[src/hdl/csw_pkg.sv]
package csw_pkg;

  // Fixed point scale and path geometry
  localparam int unsigned FRAC_BITS    = 16;
  localparam int unsigned POS_W        = 22;
  localparam int unsigned MAG_W        = 21;
  localparam int unsigned QUOT_W       = 16;
  localparam logic [POS_W-1:0] PATH_LEN = POS_W'(48 * 65536);
  localparam int unsigned HALF_PATH    = 24 * 65536;
  localparam logic [15:0] TENTH        = 16'd6554;
  localparam logic [14:0] THREE_TENTHS = 15'd19661;
  localparam logic [8:0] HUE_STEP      = 9'd30;
  localparam logic [8:0] HUE_FULL      = 9'd360;

  // Register reset values
  localparam logic [15:0] WAVE_SPEED_RST  = 16'd655;
  localparam logic [12:0] LEAD_WIDTH_RST  = 13'd1024;
  localparam logic [12:0] TAIL_LENGTH_RST = 13'd2048;

  // Configuration register indexes
  localparam logic [1:0] CFG_WAVE_SPEED  = 2'd0;
  localparam logic [1:0] CFG_LEAD_WIDTH  = 2'd1;
  localparam logic [1:0] CFG_TAIL_LENGTH = 2'd2;

  // Item kinds
  localparam logic ACT_ADVANCE = 1'b0;
  localparam logic ACT_SHADE   = 1'b1;

  // Face codes
  localparam logic [2:0] FACE_FRONT  = 3'd0;
  localparam logic [2:0] FACE_BACK   = 3'd1;
  localparam logic [2:0] FACE_LEFT   = 3'd2;
  localparam logic [2:0] FACE_RIGHT  = 3'd3;
  localparam logic [2:0] FACE_TOP    = 3'd4;
  localparam logic [2:0] FACE_BOTTOM = 3'd5;

  typedef struct packed {
    logic        action;
    logic [15:0] elapsed_ms;
    logic [2:0]  face;
    logic [2:0]  column;
    logic [2:0]  row;
  } in_t;

  typedef struct packed {
    logic [7:0] red;
    logic [7:0] green;
    logic [7:0] blue;
  } out_t;

  // Controller to datapath commands
  typedef struct packed {
    logic load_in;
    logic adv_mul;
    logic adv_upd;
    logic pos;
    logic delta;
    logic div_go1;
    logic bri;
    logic ck;
    logic scale;
    logic out_load;
  } cmd_t;

  // Datapath to controller status
  typedef struct packed {
    logic div_done;
    logic out_free;
  } sts_t;

  // n * 0.1 pixel, Q.16
  function automatic logic [15:0] tenth_of(input logic [2:0] n);
    tenth_of = 16'({13'd0, n} * TENTH);
  endfunction

endpackage

[src/hdl/csw_div.sv]
module csw_div (
  input  logic                       clk_i,
  input  logic                       rst_ni,
  input  logic                       start_i,
  input  logic [csw_pkg::MAG_W-1:0]  rem_init_i,
  input  logic [csw_pkg::QUOT_W-1:0] num_i,
  input  logic [csw_pkg::MAG_W-1:0]  divisor_i,
  output logic                       done_o,
  output logic [csw_pkg::QUOT_W-1:0] quot_o
);
  import csw_pkg::*;

  logic              busy_q;
  logic [3:0]        cnt_q;
  logic [MAG_W-1:0]  rem_q, rem_d;
  logic [MAG_W-1:0]  div_q;
  logic [QUOT_W-1:0] num_q;
  logic [QUOT_W-1:0] quot_q, quot_d;
  logic [MAG_W:0]    trial;
  logic              fits;

  // One restoring step: shift in the next numerator bit, try to subtract
  always_comb begin
    trial  = {rem_q, num_q[QUOT_W-1]};
    fits   = trial >= {1'b0, div_q};
    rem_d  = fits ? MAG_W'(trial - {1'b0, div_q}) : trial[MAG_W-1:0];
    quot_d = {quot_q[QUOT_W-2:0], fits};
  end

  assign done_o = busy_q && (cnt_q == 4'(QUOT_W - 1));
  assign quot_o = quot_q;

  // Control: busy flag and step count
  always_ff @(posedge clk_i or negedge rst_ni) begin
    if (!rst_ni) begin
      busy_q <= 1'b0;
      cnt_q  <= '0;
    end else if (start_i) begin
      busy_q <= 1'b1;
      cnt_q  <= '0;
    end else if (busy_q) begin
      cnt_q <= cnt_q + 4'd1;
      if (done_o) busy_q <= 1'b0;
    end
  end

  // Operands and partial results
  always_ff @(posedge clk_i) begin
    if (start_i) begin
      rem_q  <= rem_init_i;
      div_q  <= divisor_i;
      num_q  <= num_i;
      quot_q <= '0;
    end else if (busy_q) begin
      rem_q  <= rem_d;
      num_q  <= {num_q[QUOT_W-2:0], 1'b0};
      quot_q <= quot_d;
    end
  end

endmodule

[src/hdl/csw_dp.sv]
module csw_dp (
  input  logic           clk_i,
  input  logic           rst_ni,
  input  logic           cfg_we_i,
  input  logic [1:0]     cfg_idx_i,
  input  logic [15:0]    cfg_data_i,
  input  csw_pkg::in_t   in_data_i,
  input  csw_pkg::cmd_t  cmd_i,
  output csw_pkg::sts_t  sts_o,
  output csw_pkg::out_t  out_data_o,
  output logic           out_valid_o,
  input  logic           out_stall_i
);
  import csw_pkg::*;

  logic [15:0]      wave_speed_q;
  logic [12:0]      lead_width_q, tail_length_q;
  logic [POS_W-1:0] pos_q, pos_d;
  logic [8:0]       hue_q, hue_d;
  in_t              item_q;
  logic [31:0]      prod_q;
  logic [POS_W-1:0] p_q, p_d;
  logic [MAG_W-1:0] mag_q, mag_d;
  logic             neg_q, lead_q, tail_q, lead_d, tail_d;
  logic [6:0]       off_q, off_d;
  logic [16:0]      b_q, b_d;
  logic [8:0]       h_q, h_d;
  logic [2:0]       sec_q, sec_d;
  logic [7:0]       c_q;
  logic [22:0]      bk_q;
  logic [7:0]       n_q;
  out_t             out_q, out_d;
  logic             out_valid_q;

  logic [MAG_W-1:0] lw, tl;
  logic             div_start, div_done;
  logic [MAG_W-1:0] div_rem, div_divisor;
  logic [QUOT_W-1:0] div_num, quot;

  assign lw = {lead_width_q, 8'd0};
  assign tl = {tail_length_q, 8'd0};

  // Configuration registers
  always_ff @(posedge clk_i or negedge rst_ni) begin
    if (!rst_ni) begin
      wave_speed_q  <= WAVE_SPEED_RST;
      lead_width_q  <= LEAD_WIDTH_RST;
      tail_length_q <= TAIL_LENGTH_RST;
    end else if (cfg_we_i) begin
      case (cfg_idx_i)
        CFG_WAVE_SPEED:  wave_speed_q  <= cfg_data_i;
        CFG_LEAD_WIDTH:  lead_width_q  <= cfg_data_i[12:0];
        CFG_TAIL_LENGTH: tail_length_q <= cfg_data_i[12:0];
        default: ;
      endcase
    end
  end

  // Wave advance: saturate the step, wrap the position, step the hue on a wrap
  always_comb begin
    logic [POS_W-1:0] step;
    logic [POS_W:0]   sum;
    logic [8:0]       h30;
    step = (prod_q > 32'(PATH_LEN - 1'b1)) ? PATH_LEN - 1'b1 : prod_q[POS_W-1:0];
    sum  = {1'b0, pos_q} + {1'b0, step};
    h30  = hue_q + HUE_STEP;
    pos_d = sum[POS_W-1:0];
    hue_d = hue_q;
    if (sum >= {1'b0, PATH_LEN}) begin
      pos_d = POS_W'(sum - {1'b0, PATH_LEN});
      hue_d = (h30 >= HUE_FULL) ? h30 - HUE_FULL : h30;
    end
  end

  always_ff @(posedge clk_i or negedge rst_ni) begin
    if (!rst_ni) begin
      pos_q <= '0;
      hue_q <= '0;
    end else if (cmd_i.adv_upd) begin
      pos_q <= pos_d;
      hue_q <= hue_d;
    end
  end

  // Surface position of the pixel
  always_comb begin
    logic [5:0] seg;
    logic [2:0] coord;
    logic [2:0] slant;
    logic       known;
    known = 1'b1;
    seg   = '0;
    coord = item_q.column;
    slant = 3'd7 - item_q.row;
    case (item_q.face)
      FACE_FRONT:  seg = 6'd0;
      FACE_RIGHT:  seg = 6'd8;
      FACE_BACK:   seg = 6'd16;
      FACE_LEFT:   seg = 6'd24;
      FACE_TOP: begin
        seg   = 6'd32;
        coord = item_q.row;
        slant = item_q.column;
      end
      FACE_BOTTOM: begin
        seg   = 6'd40;
        coord = 3'd7 - item_q.row;
        slant = item_q.column;
      end
      default: known = 1'b0;
    endcase
    p_d = known ? {seg + {3'd0, coord}, 16'd0} + {6'd0, tenth_of(slant)} : '0;
  end

  // Wrapped distance, zone test and hue offset
  always_comb begin
    logic signed [23:0] d, dw;
    logic [22:0]        m5;
    d  = $signed({2'b0, pos_q}) - $signed({2'b0, p_q});
    dw = d;
    if (d < -24'sd1572864)     dw = d + $signed({2'b0, PATH_LEN});
    else if (d > 24'sd1572864) dw = d - $signed({2'b0, PATH_LEN});
    mag_d  = dw[23] ? MAG_W'(-dw) : dw[MAG_W-1:0];
    lead_d = !dw[23] && (mag_d < lw);
    tail_d = dw[23] && (mag_d < tl);
    m5     = {2'b0, mag_d} + {mag_d, 2'b0};
    off_d  = m5[22:16];
  end

  // Brightness from the quotient, hue with wrap
  always_comb begin
    logic [16:0]        f;
    logic [31:0]        fm;
    logic signed [10:0] hs;
    f  = 17'h10000 - {1'b0, quot};
    fm = 32'(f * THREE_TENTHS);
    if (lead_q)      b_d = f;
    else if (tail_q) b_d = {1'b0, fm[31:16]};
    else             b_d = '0;
    hs = neg_q ? $signed({2'b0, hue_q}) - $signed({4'b0, off_q})
               : $signed({2'b0, hue_q}) + $signed({4'b0, off_q});
    if (hs < 11'sd0)        hs = hs + 11'sd360;
    else if (hs >= 11'sd360) hs = hs - 11'sd360;
    h_d = hs[8:0];
  end

  // Sector and ramp of the hue
  logic [5:0] k;
  always_comb begin
    logic [8:0] t;
    if (h_q < 9'd60)       sec_d = 3'd0;
    else if (h_q < 9'd120) sec_d = 3'd1;
    else if (h_q < 9'd180) sec_d = 3'd2;
    else if (h_q < 9'd240) sec_d = 3'd3;
    else if (h_q < 9'd300) sec_d = 3'd4;
    else                   sec_d = 3'd5;
    if (h_q < 9'd120)      t = h_q;
    else if (h_q < 9'd240) t = h_q - 9'd120;
    else                   t = h_q - 9'd240;
    k = (t > 9'd60) ? 6'(9'd120 - t) : t[5:0];
  end

  // Final RGB placement
  always_comb begin
    logic [7:0] xv;
    xv    = n_q;
    out_d = '0;
    case (sec_q)
      3'd0: begin out_d.red = c_q;  out_d.green = xv;  end
      3'd1: begin out_d.red = xv;   out_d.green = c_q; end
      3'd2: begin out_d.green = c_q; out_d.blue = xv;  end
      3'd3: begin out_d.green = xv;  out_d.blue = c_q; end
      3'd4: begin out_d.red = xv;   out_d.blue = c_q;  end
      default: begin out_d.red = c_q; out_d.blue = xv; end
    endcase
  end

  // Pipeline of working registers
  always_ff @(posedge clk_i) begin
    if (cmd_i.load_in) item_q <= in_data_i;
    if (cmd_i.adv_mul) prod_q <= 32'(item_q.elapsed_ms * wave_speed_q);
    if (cmd_i.pos)     p_q <= p_d;
    if (cmd_i.delta) begin
      mag_q  <= mag_d;
      // hue offset is subtracted only in the trail
      neg_q  <= tail_d;
      lead_q <= lead_d;
      tail_q <= tail_d;
      off_q  <= off_d;
    end
    if (cmd_i.bri) begin
      b_q <= b_d;
      h_q <= h_d;
    end
    if (cmd_i.ck) begin
      sec_q <= sec_d;
      c_q   <= 8'(({b_q, 8'd0} - {8'd0, b_q}) >> 16);
      bk_q  <= 23'(b_q * k);
    end
    // b*k*255/(60*65536) equals b*k*17/2^18 exactly
    if (cmd_i.scale) n_q <= 8'(({bk_q, 4'd0} + {4'd0, bk_q}) >> 18);
    if (cmd_i.out_load) out_q <= out_d;
  end

  // Output register valid
  always_ff @(posedge clk_i or negedge rst_ni) begin
    if (!rst_ni) begin
      out_valid_q <= 1'b0;
    end else if (cmd_i.out_load) begin
      out_valid_q <= 1'b1;
    end else if (!out_stall_i) begin
      out_valid_q <= 1'b0;
    end
  end

  // Serial divider for the brightness fraction
  assign div_start   = cmd_i.div_go1;
  assign div_rem     = mag_q;
  assign div_num     = '0;
  assign div_divisor = tail_q ? tl : lw;

  csw_div u_div (
    .clk_i      (clk_i),
    .rst_ni     (rst_ni),
    .start_i    (div_start),
    .rem_init_i (div_rem),
    .num_i      (div_num),
    .divisor_i  (div_divisor),
    .done_o     (div_done),
    .quot_o     (quot)
  );

  assign sts_o.div_done = div_done;
  assign sts_o.out_free = !out_valid_q || !out_stall_i;
  assign out_data_o     = out_q;
  assign out_valid_o    = out_valid_q;

endmodule

[src/hdl/csw_ctrl.sv]
module csw_ctrl (
  input  logic          clk_i,
  input  logic          rst_ni,
  input  logic          in_valid_i,
  input  logic          in_action_i,
  output logic          in_stall_o,
  input  csw_pkg::sts_t sts_i,
  output csw_pkg::cmd_t cmd_o
);
  import csw_pkg::*;

  typedef enum logic [10:0] {
    ST_IDLE    = 11'b00000000001,
    ST_ADV_MUL = 11'b00000000010,
    ST_ADV_UPD = 11'b00000000100,
    ST_POS     = 11'b00000001000,
    ST_DIST    = 11'b00000010000,
    ST_LD1     = 11'b00000100000,
    ST_DIV1    = 11'b00001000000,
    ST_BRI     = 11'b00010000000,
    ST_CK      = 11'b00100000000,
    ST_SCALE   = 11'b01000000000,
    ST_OUT     = 11'b10000000000
  } state_e;

  state_e state_q, state_d;

  // Next state and commands
  always_comb begin
    state_d = state_q;
    cmd_o   = '0;
    case (state_q)
      ST_IDLE: begin
        if (in_valid_i) begin
          cmd_o.load_in = 1'b1;
          state_d = (in_action_i == ACT_ADVANCE) ? ST_ADV_MUL : ST_POS;
        end
      end
      ST_ADV_MUL: begin
        cmd_o.adv_mul = 1'b1;
        state_d = ST_ADV_UPD;
      end
      ST_ADV_UPD: begin
        cmd_o.adv_upd = 1'b1;
        state_d = ST_IDLE;
      end
      ST_POS: begin
        cmd_o.pos = 1'b1;
        state_d = ST_DIST;
      end
      ST_DIST: begin
        cmd_o.delta = 1'b1;
        state_d = ST_LD1;
      end
      ST_LD1: begin
        cmd_o.div_go1 = 1'b1;
        state_d = ST_DIV1;
      end
      ST_DIV1: if (sts_i.div_done) state_d = ST_BRI;
      ST_BRI: begin
        cmd_o.bri = 1'b1;
        state_d = ST_CK;
      end
      ST_CK: begin
        cmd_o.ck = 1'b1;
        state_d = ST_SCALE;
      end
      ST_SCALE: begin
        cmd_o.scale = 1'b1;
        state_d = ST_OUT;
      end
      ST_OUT: begin
        if (sts_i.out_free) begin
          cmd_o.out_load = 1'b1;
          state_d = ST_IDLE;
        end
      end
      default: state_d = ST_IDLE;
    endcase
  end

  always_ff @(posedge clk_i or negedge rst_ni) begin
    if (!rst_ni) state_q <= ST_IDLE;
    else         state_q <= state_d;
  end

  assign in_stall_o = (state_q != ST_IDLE);

endmodule

[src/hdl/cube_surface_color_wipe_top.sv]
// Color wave around the surface of a six-face 8x8 LED cube.
// Input channel (in_valid_i / in_stall_o / in_data_i): an advance transaction
// moves the wave by wave_speed * elapsed_ms and produces no result; a shade
// transaction maps face, column and row to a surface position and produces
// one RGB result on the output channel (out_valid_o / out_stall_i / out_data_o).
// Configuration: cfg_we_i writes cfg_data_i into register cfg_idx_i
// (0 wave_speed, 1 lead_width, 2 tail_length); write only while idle.
// A shade transaction runs the 16-step serial divider for the brightness
// fraction; the ramp scale is a constant multiply. The block takes no new
// transaction until the current one is done.
// The output register holds a result until taken; the block accepts the next
// transaction meanwhile, and a finished shade waits only if the earlier
// result is still stalled.
// Reset clears wave position and hue to zero and loads the register defaults.
module cube_surface_color_wipe_top (
  input  logic          clk_i,
  input  logic          rst_ni,
  input  logic          cfg_we_i,
  input  logic [1:0]    cfg_idx_i,
  input  logic [15:0]   cfg_data_i,
  input  logic          in_valid_i,
  output logic          in_stall_o,
  input  csw_pkg::in_t  in_data_i,
  output logic          out_valid_o,
  input  logic          out_stall_i,
  output csw_pkg::out_t out_data_o
);
  import csw_pkg::*;

  cmd_t cmd;
  sts_t sts;

  csw_ctrl u_ctrl (
    .clk_i       (clk_i),
    .rst_ni      (rst_ni),
    .in_valid_i  (in_valid_i),
    .in_action_i (in_data_i.action),
    .in_stall_o  (in_stall_o),
    .sts_i       (sts),
    .cmd_o       (cmd)
  );

  csw_dp u_dp (
    .clk_i       (clk_i),
    .rst_ni      (rst_ni),
    .cfg_we_i    (cfg_we_i),
    .cfg_idx_i   (cfg_idx_i),
    .cfg_data_i  (cfg_data_i),
    .in_data_i   (in_data_i),
    .cmd_i       (cmd),
    .sts_o       (sts),
    .out_data_o  (out_data_o),
    .out_valid_o (out_valid_o),
    .out_stall_i (out_stall_i)
  );

endmodule

[config.mk]
export PLATFORM = sky130hd
export DESIGN_NAME = cube_surface_color_wipe_top
export DESIGN_NICKNAME = d
export VERILOG_FILES = /design/src/hdl/csw_pkg.sv /design/src/hdl/csw_div.sv /design/src/hdl/csw_dp.sv /design/src/hdl/csw_ctrl.sv /design/src/hdl/cube_surface_color_wipe_top.sv
export SDC_FILE = /design/constraint.sdc
export NUM_CORES = 2
export LEC_CHECK = 0
export BUFFER_PORTS_ARGS = -buffer_cell sky130_fd_sc_hd__buf_2
export CORE_MARGIN = 2
export CORE_UTILIZATION = 52
export CTS_CLUSTER_DIAMETER = 30
export DETAILED_ROUTE_END_ITERATION = 8
export PLACE_DENSITY = 0.65
export SLEW_MARGIN = 20
export SYNTH_ARGS = -nofsm -noshare
export SYNTH_HDL_FRONTEND = slang
export SYNTH_SLANG_ARGS = --single-unit
[constraint.sdc]
create_clock -name clk_i -period 9.7 [get_ports clk_i]
set_input_delay 1.94 -clock clk_i [delete_from_list [all_inputs] [get_ports clk_i]]
set_output_delay 1.94 -clock clk_i [all_outputs]
set_load 0.02 [all_outputs]
After elaboration in Yosys (flattened, before gate mapping)
Cells that the tools add are included.
- output and inout bits: 26
- bits in writable memories: 0
- bits in latches: 0
- register bits: 349
- bits in read-only memories: 0
- memories kept: 0
- shifts and indexed selects: 0
- equality and inequality tests: 28
- divide/modulo/power cells: 0
- mux-type cells: 53
- reduce and logical (&&, ||, !) cells: 26
- magnitude comparators: 16
- multiply operators: 4
- bitwise gates (word level): 0
- add/subtract/negate cells: 24
- operators with widths (operator ; number):
    11-bit one-hot mux with 10 select lines ; 1
    21-bit 2-to-1 mux ; 5
    24-bit 2-to-1 mux ; 2
    8-bit one-hot mux with 2 select lines ; 3
    9-bit 2-to-1 mux ; 5
    11-bit 2-to-1 mux ; 4
    22-bit 2-to-1 mux ; 2
    21-bit less-than comparator ; 2
    32-bit by 22-bit > comparator with 1-bit output, second input constant ; 1
    16-bit by 16-bit multiplier with 32-bit output ; 1
    17-bit by 15-bit multiplier with 32-bit output, second input constant ; 1
    6-bit one-hot mux with 5 select lines ; 1
    26-bit by 23-bit adder with 26-bit output ; 1
    24-bit by 23-bit adder with 24-bit output, second input constant ; 1
    24-bit by 22-bit > comparator with 1-bit output, second input constant ; 1
    24-bit by 22-bit less-than comparator with 1-bit output, second input constant ; 1
    24-bit by 17-bit subtractor with 24-bit output ; 1
    24-bit by 23-bit subtractor with 24-bit output, second input constant ; 1
    21-bit by 23-bit adder with 23-bit output ; 1
    22-bit by 22-bit adder with 23-bit output ; 1
    23-bit by 22-bit >= comparator with 1-bit output, second input constant ; 1
    17-bit by 6-bit multiplier with 23-bit output ; 1
    22-bit by 22-bit subtractor with 23-bit output ; 1
    22-bit by 16-bit adder with 22-bit output ; 1
    64 further kinds ; 111

Depth between registers and ports, before layout
- depth in word-level cells: 8
- gate-level depth with buffers: 33

Hierarchy
Synthesis repeated with hierarchy kept, for this count alone.
- cell total of the unflattened synthesis: 3885
- area total of the unflattened synthesis: 37608.6 µm²
- by module, submodules not included (module ; cells an instance ; area each (µm²) ; instances):
    csw_dp ; 3399 ; 32489.9 ; 1
    csw_div ; 409 ; 4385.5 ; 1
    csw_ctrl ; 77 ; 733.2 ; 1

Least setup slack after synthesis
No wires, ideal clock.
- path kind: register to register
- from: reg u_dp.u_div.quot_q[2] (netlist: u_dp.u_div.quot_o[2])
- to: reg u_dp.b_q[15] (data pin)
- data arrival time: 7044 ps
- stages on the path, launching flop included: 25
- path buffers: 0
- data required time: 9433 ps
- path slack: 2390 ps
- library setup time: 267 ps
- cells stage by stage: dfxtp_1 > or4_1 > or4_1 > or2_2 > nor3_1 > ha_1 > ha_1 > inv_1 > fa_1 > inv_1 > fa_1 > fa_1 > inv_1 > fa_1 > inv_1 > ha_1 > nand3_1 > or4_1 > a21oi_1 > o21a_1 > o21ai_0 > a211o_1 > o21bai_1 > xor2_1 > o21ai_0
- word-level cells in the longest chain between the ends: 4
- ends and longest elaborated chain (item ; line ; text):
    start: declaration ; csw_div.sv:18 ; logic [QUOT_W-1:0] quot_q, quot_d;
    start signal: assignment ; csw_div.sv:57 ; quot_q <= quot_d;
    17-bit by 16-bit subtractor with 17-bit output (*) ; csw_dp.sv:135 ; f = 17'h10000 - {1'b0, quot};
    17-bit by 15-bit multiplier with 32-bit output ; csw_dp.sv:136 ; fm = 32'(f * THREE_TENTHS);
    16-bit 2-to-1 mux ; csw_dp.sv:138 ; else if (tail_q) b_d = {1'b0, fm[31:16]};
    17-bit 2-to-1 mux (*) ; csw_dp.sv:137 ; if (lead_q) b_d = f;
    net u_dp.b_d[15] ; csw_dp.sv:26 ; logic [16:0] b_q, b_d;
    end signal: assignment ; csw_dp.sv:192 ; b_q <= b_d;
    end: declaration ; csw_dp.sv:26 ;
The timed path passes the listed nets; every way through them passes the cells marked *.
A chain may end at the register's enable or synchronous reset.

Worst setup path after layout
- from: reg u_dp.u_div.quot_q[2] (netlist: u_dp.u_div.quot_o[2])
- to: reg u_dp.b_q[13] (data pin)
The elaborated chain is that of the path after synthesis.

==> summary.md <==
| Metric | Value |
|---|---|
| Wirelength, routed | 80600 um |
| Total setup buffers inserted after CTS | 0 |
| Count of endpoints failing hold in the final timing report | 0 |
| First-pass GRT wire length | 137000 um |
| Setup Viol. Count Final | 0 |
| Horiz. Die Dim | 266 um |
| Highest cell delay on the worst timing path | 0.57 ns |
| RD Place Congestion | 0.907 |
| Number of hold buffers added after CTS | 0 |
| Root buffer cell | sky130_fd_sc_hd__clkbuf_16 |
| Worst hold margin | 0.502 ns |
| Number of filler instances in the final layout | 5931 |
| Port Buf Inserts | 74 |
| Worst-margin pin slew | 1.06 ns |
| Synthesized netlist net count | 4552 |
| Antenna violations before repair | 5 |
| Dominant combinational cell family by area after synthesis | adder cells |
| Slew Limit Fails | 0 |
| Number of antenna-violating nets in the routed design | 0 |
| Routed length on met1 | 36400 um |
| Number of rows in the core area | 96 |
| Core area | 0.0683 mm^2 |
| Area enclosed by the die boundary | 0.0709 mm^2 |
| Post-Synthesis Cells | 3735 |
| TritonCTS buffer count | 80 |
| Async set or reset register ratio after synthesis | 26.5% |
| Amount of wire on met3 after detailed routing | 3310 um |
| Final sum of negative setup slack | 0 ns |
| Detailed-route vias per instance | 5.45 |
| Buffers from clock root to sink, at most | 3 |
| Topmost layer with routed signal wires | met5 |
| Count of H-tree levels built during CTS | 3 |
| Class of the worst hold path | reg -> reg |
| TritonCTS clock tree | done |
| Fraction of the mapped netlist area in compound gates | 10.8% |
| WP data arrival | 8.27 ns |
| CTS sink cnt | 336 |
| Count of different cell masters after synthesis | 84 |
| Final standard cell area without fillers | 0.0398 mm^2 |
| Post-synthesis xor/xnor area fraction | 4.31% |
| Largest net degree at the start of global routing | 67 |
| Count of placed standard cells in the final layout, fillers left out | 4751 |
| Clock-pin transition on the worst setup and hold timing paths | 0.05 ns |
| Number of global-route vias before repair | 26.8k |
| RSZ-0062 raised after global routing | no |
| Headroom to the max-slew limit | 29.1% |
| Length of the first detailed-routing pass in iterations | 5 |
| Area added between synthesis and finish | 11.2% |
| Maximum clock skew at final layout | 0.0258 ns |
| Primary FF master, synth | sky130_fd_sc_hd__edfxtp_1 |
| DR iter-0 viols | 1513 |
| Simple-gate area share of the yosys netlist | 14.2% |
| Fmax | 0.126 GHz |
| Library cell contributing the largest single delay on the critical path | sky130_fd_sc_hd__or4_1 |
| Layout cells sized above 1 | 8.90% |
| Number of DRC violations after detailed routing | 0 |
| Starting Density | 52.3% |
| Mean instance size in the synthesized netlist | 9.57 um^2 |
| Detailed route wirelength on metal2 | 38900 um |
| Y dimension of the die | 266 um |
| Placed Instances | 4602 |
| Drt wl/cell | 17.0 um |
| Dominant cell type by count on the critical path | sky130_fd_sc_hd__fa_1 |
| Kind of launch point of the worst setup path | register |
| Seq/Total Area, Yosys | 26.6% |
| Crit end category | register |
| Final period util | 81.7% |
| HPWL after detailed placement | 62700 um |
| Flip-flop and latch count after synthesis | 336 |
| Vias post-DR | 25.9k |
| Proportion of synthesized area in mux cells | 2.75% |
| Number of gates resized after cts | 0 |
| Nets@finish | 4619 |
| Worst setup path category | reg -> reg |
| Largest fanout on the critical path | 7 |
| Post-synthesis instance area | 0.0358 mm^2 |
| Number of synthesized flops with an enable pin | 231 |
| Top-level I/O count | 75 |
| Post-Synth Adder-Cell Area | 34.0% |
| Clk Latency, worst-skew pair | 0.63 ns |
| Result of the run | finished clean |
| Post-layout min period | 7.92 ns |
| Number of maximum-capacitance violations | 0 |
| Count of synthesis-stage warnings from yosys | 0 |
| Worst endpoint required time | 10.05 ns |
| Total track usage | 23.9% |
| Grt total ovfl | 0 |
| Area of placed instances | 0.0370 mm^2 |
==> worst max-delay path, delay by kind of cell, from the launching register on <==
| kind | cells | cell delay (ns) |
|---|---|---|
| fa+ha+maj | 7 | 2.99 |
| xor+xnor | 2 | 0.49 |
| compound gates | 8 | 1.80 |
| buf+inv | 2 | 0.09 |
| flops | 1 | 0.36 |
| simple gates | 6 | 1.90 |
==> metal layers <==
| layer | track usage (%) | up-vias |
|---|---|---|
| met2 | 40.5 | 459 |
| li1 | - | 12638 |
| met4 | 7.32 | 4 |
| met3 | 3.72 | 119 |
| met1 | 31.4 | 12688 |
| met5 | 0 | - |
==> synthesized netlist by cell type, types with 15 or more instances <==
cell type,number,area (um^2)
sky130_fd_sc_hd__a211oi_1,18,135
sky130_fd_sc_hd__a21boi_0,19,143
sky130_fd_sc_hd__a21o_1,64,480
sky130_fd_sc_hd__a21oi_1,175,876
sky130_fd_sc_hd__and2_1,129,807
sky130_fd_sc_hd__clkbuf_1,100,375
sky130_fd_sc_hd__dfrtp_1,80,2000
sky130_fd_sc_hd__dfxtp_1,16,320
sky130_fd_sc_hd__edfxtp_1,231,6940
sky130_fd_sc_hd__fa_1,338,6770
sky130_fd_sc_hd__ha_1,430,5380
sky130_fd_sc_hd__inv_1,598,2240
sky130_fd_sc_hd__mux2_2,58,653
sky130_fd_sc_hd__mux2i_1,33,330
sky130_fd_sc_hd__nand2_1,399,1500
sky130_fd_sc_hd__nand2b_1,34,213
sky130_fd_sc_hd__nand3_1,41,205
sky130_fd_sc_hd__nand4_1,19,119
sky130_fd_sc_hd__nor2_1,221,830
sky130_fd_sc_hd__nor2b_1,42,263
sky130_fd_sc_hd__nor3_1,58,290
sky130_fd_sc_hd__nor4_1,17,106
sky130_fd_sc_hd__o21a_1,33,248
sky130_fd_sc_hd__o21ai_0,116,581
sky130_fd_sc_hd__o21bai_1,16,120
sky130_fd_sc_hd__o31a_1,15,131
sky130_fd_sc_hd__o31ai_1,16,120
sky130_fd_sc_hd__or2_2,24,150
sky130_fd_sc_hd__or3_1,18,113
sky130_fd_sc_hd__xnor2_1,115,1010
sky130_fd_sc_hd__xor2_1,61,534
==> stage by stage <==
stage	utilization, %	setup slack, ns
2_1_floorplan	-	2.39
3_3_place_gp	54.2	1.86
3_5_place_dp	54.2	1.82
4_1_cts	58.2	1.78
5_1_grt	58.2	1.39
6_report	58.2	1.78
==> path summary, 6_finish.rpt <==
check	from	endpoint	slack (ns)	depth (start not counted)
hold / removal	u_dp.lead_width_q[7]	u_dp.lead_width_q[7]	0.50	1
max in group asynchronous	rst_ni	u_dp.hue_q[5]	7.21	2
setup / recovery	u_dp.u_div.quot_o[2]	u_dp.b_q[13]	1.78	25
min in group asynchronous	rst_ni	u_dp.lead_width_q[2]	1.23	1
hold reg to reg	u_dp.lead_width_q[7]	u_dp.lead_width_q[7]	0.50	1
setup reg to reg	u_dp.u_div.quot_o[2]	u_dp.b_q[13]	1.78	25
==> cell families after synthesis <==
kind of cell | after synthesis
buffers and inverters | 713
flip-flops | 336
AND/OR/NAND/NOR | 1061
AO/OA/AOI/OAI | 590
adder cells (fa/ha/maj) | 768
XOR/XNOR | 176
multiplexers | 91
==> sequential cells by signal (all words and copies together) (netlist names), 9 cells and up <==
register and cells:
u_dp.lead_width_q 13, u_dp.u_div.div_q 13, u_dp.u_div.quot_o 16, u_dp.out_data_o 24, u_dp.prod_q 32, u_dp.h_q 9, u_dp.b_q 17, u_dp.tail_length_q 13
u_dp.u_div.rem_q 21, u_dp.item_q 25, u_dp.wave_speed_q 16, u_dp.p_q 18, u_dp.bk_q 23, u_dp.div_rem 21, u_ctrl.state_q 11, u_dp.pos_q 22
==> final cells by class <==
| type | count | area, um^2 | area share [%] |
|---|---|---|---|
| clock inverter | 53 | 577 | 1.45 |
| antenna | 2 | 5.00 | 0.0126 |
| inverter | 601 | 2260 | 5.67 |
| multi-input combinational | 2686 | 23600 | 59.4 |
| sequential | 336 | 9500 | 23.9 |
| clock buffer | 94 | 2150 | 5.40 |
| tap | 882 | 1100 | 2.78 |
| timing repair buffer | 97 | 546 | 1.37 |
==> cell usage in the layout, fill, tap and decap left out, types with 34 or more instances in the layout <==
cell                        netlist  routed
sky130_fd_sc_hd__inv_1          598     598
sky130_fd_sc_hd__ha_1           430     430
sky130_fd_sc_hd__nand2_1        399     399
sky130_fd_sc_hd__fa_1           338     338
sky130_fd_sc_hd__edfxtp_1       231     231
sky130_fd_sc_hd__nor2_1         221     221
sky130_fd_sc_hd__a21oi_1        175     173
sky130_fd_sc_hd__and2_1         129     129
sky130_fd_sc_hd__o21ai_0        116     115
sky130_fd_sc_hd__xnor2_1        115     115
sky130_fd_sc_hd__clkbuf_16        0      82
sky130_fd_sc_hd__dfrtp_1         80      80
sky130_fd_sc_hd__buf_2            3      73
sky130_fd_sc_hd__a21o_1          64      64
sky130_fd_sc_hd__xor2_1          61      61
sky130_fd_sc_hd__mux2_2          58      58
sky130_fd_sc_hd__nor3_1          58      57
sky130_fd_sc_hd__nor2b_1         42      42
sky130_fd_sc_hd__nand3_1         41      41
sky130_fd_sc_hd__nand2b_1        34      34
Power is not shown: default switching activity piles up to over one toggle a cycle in this logic, so the estimate is an artifact.
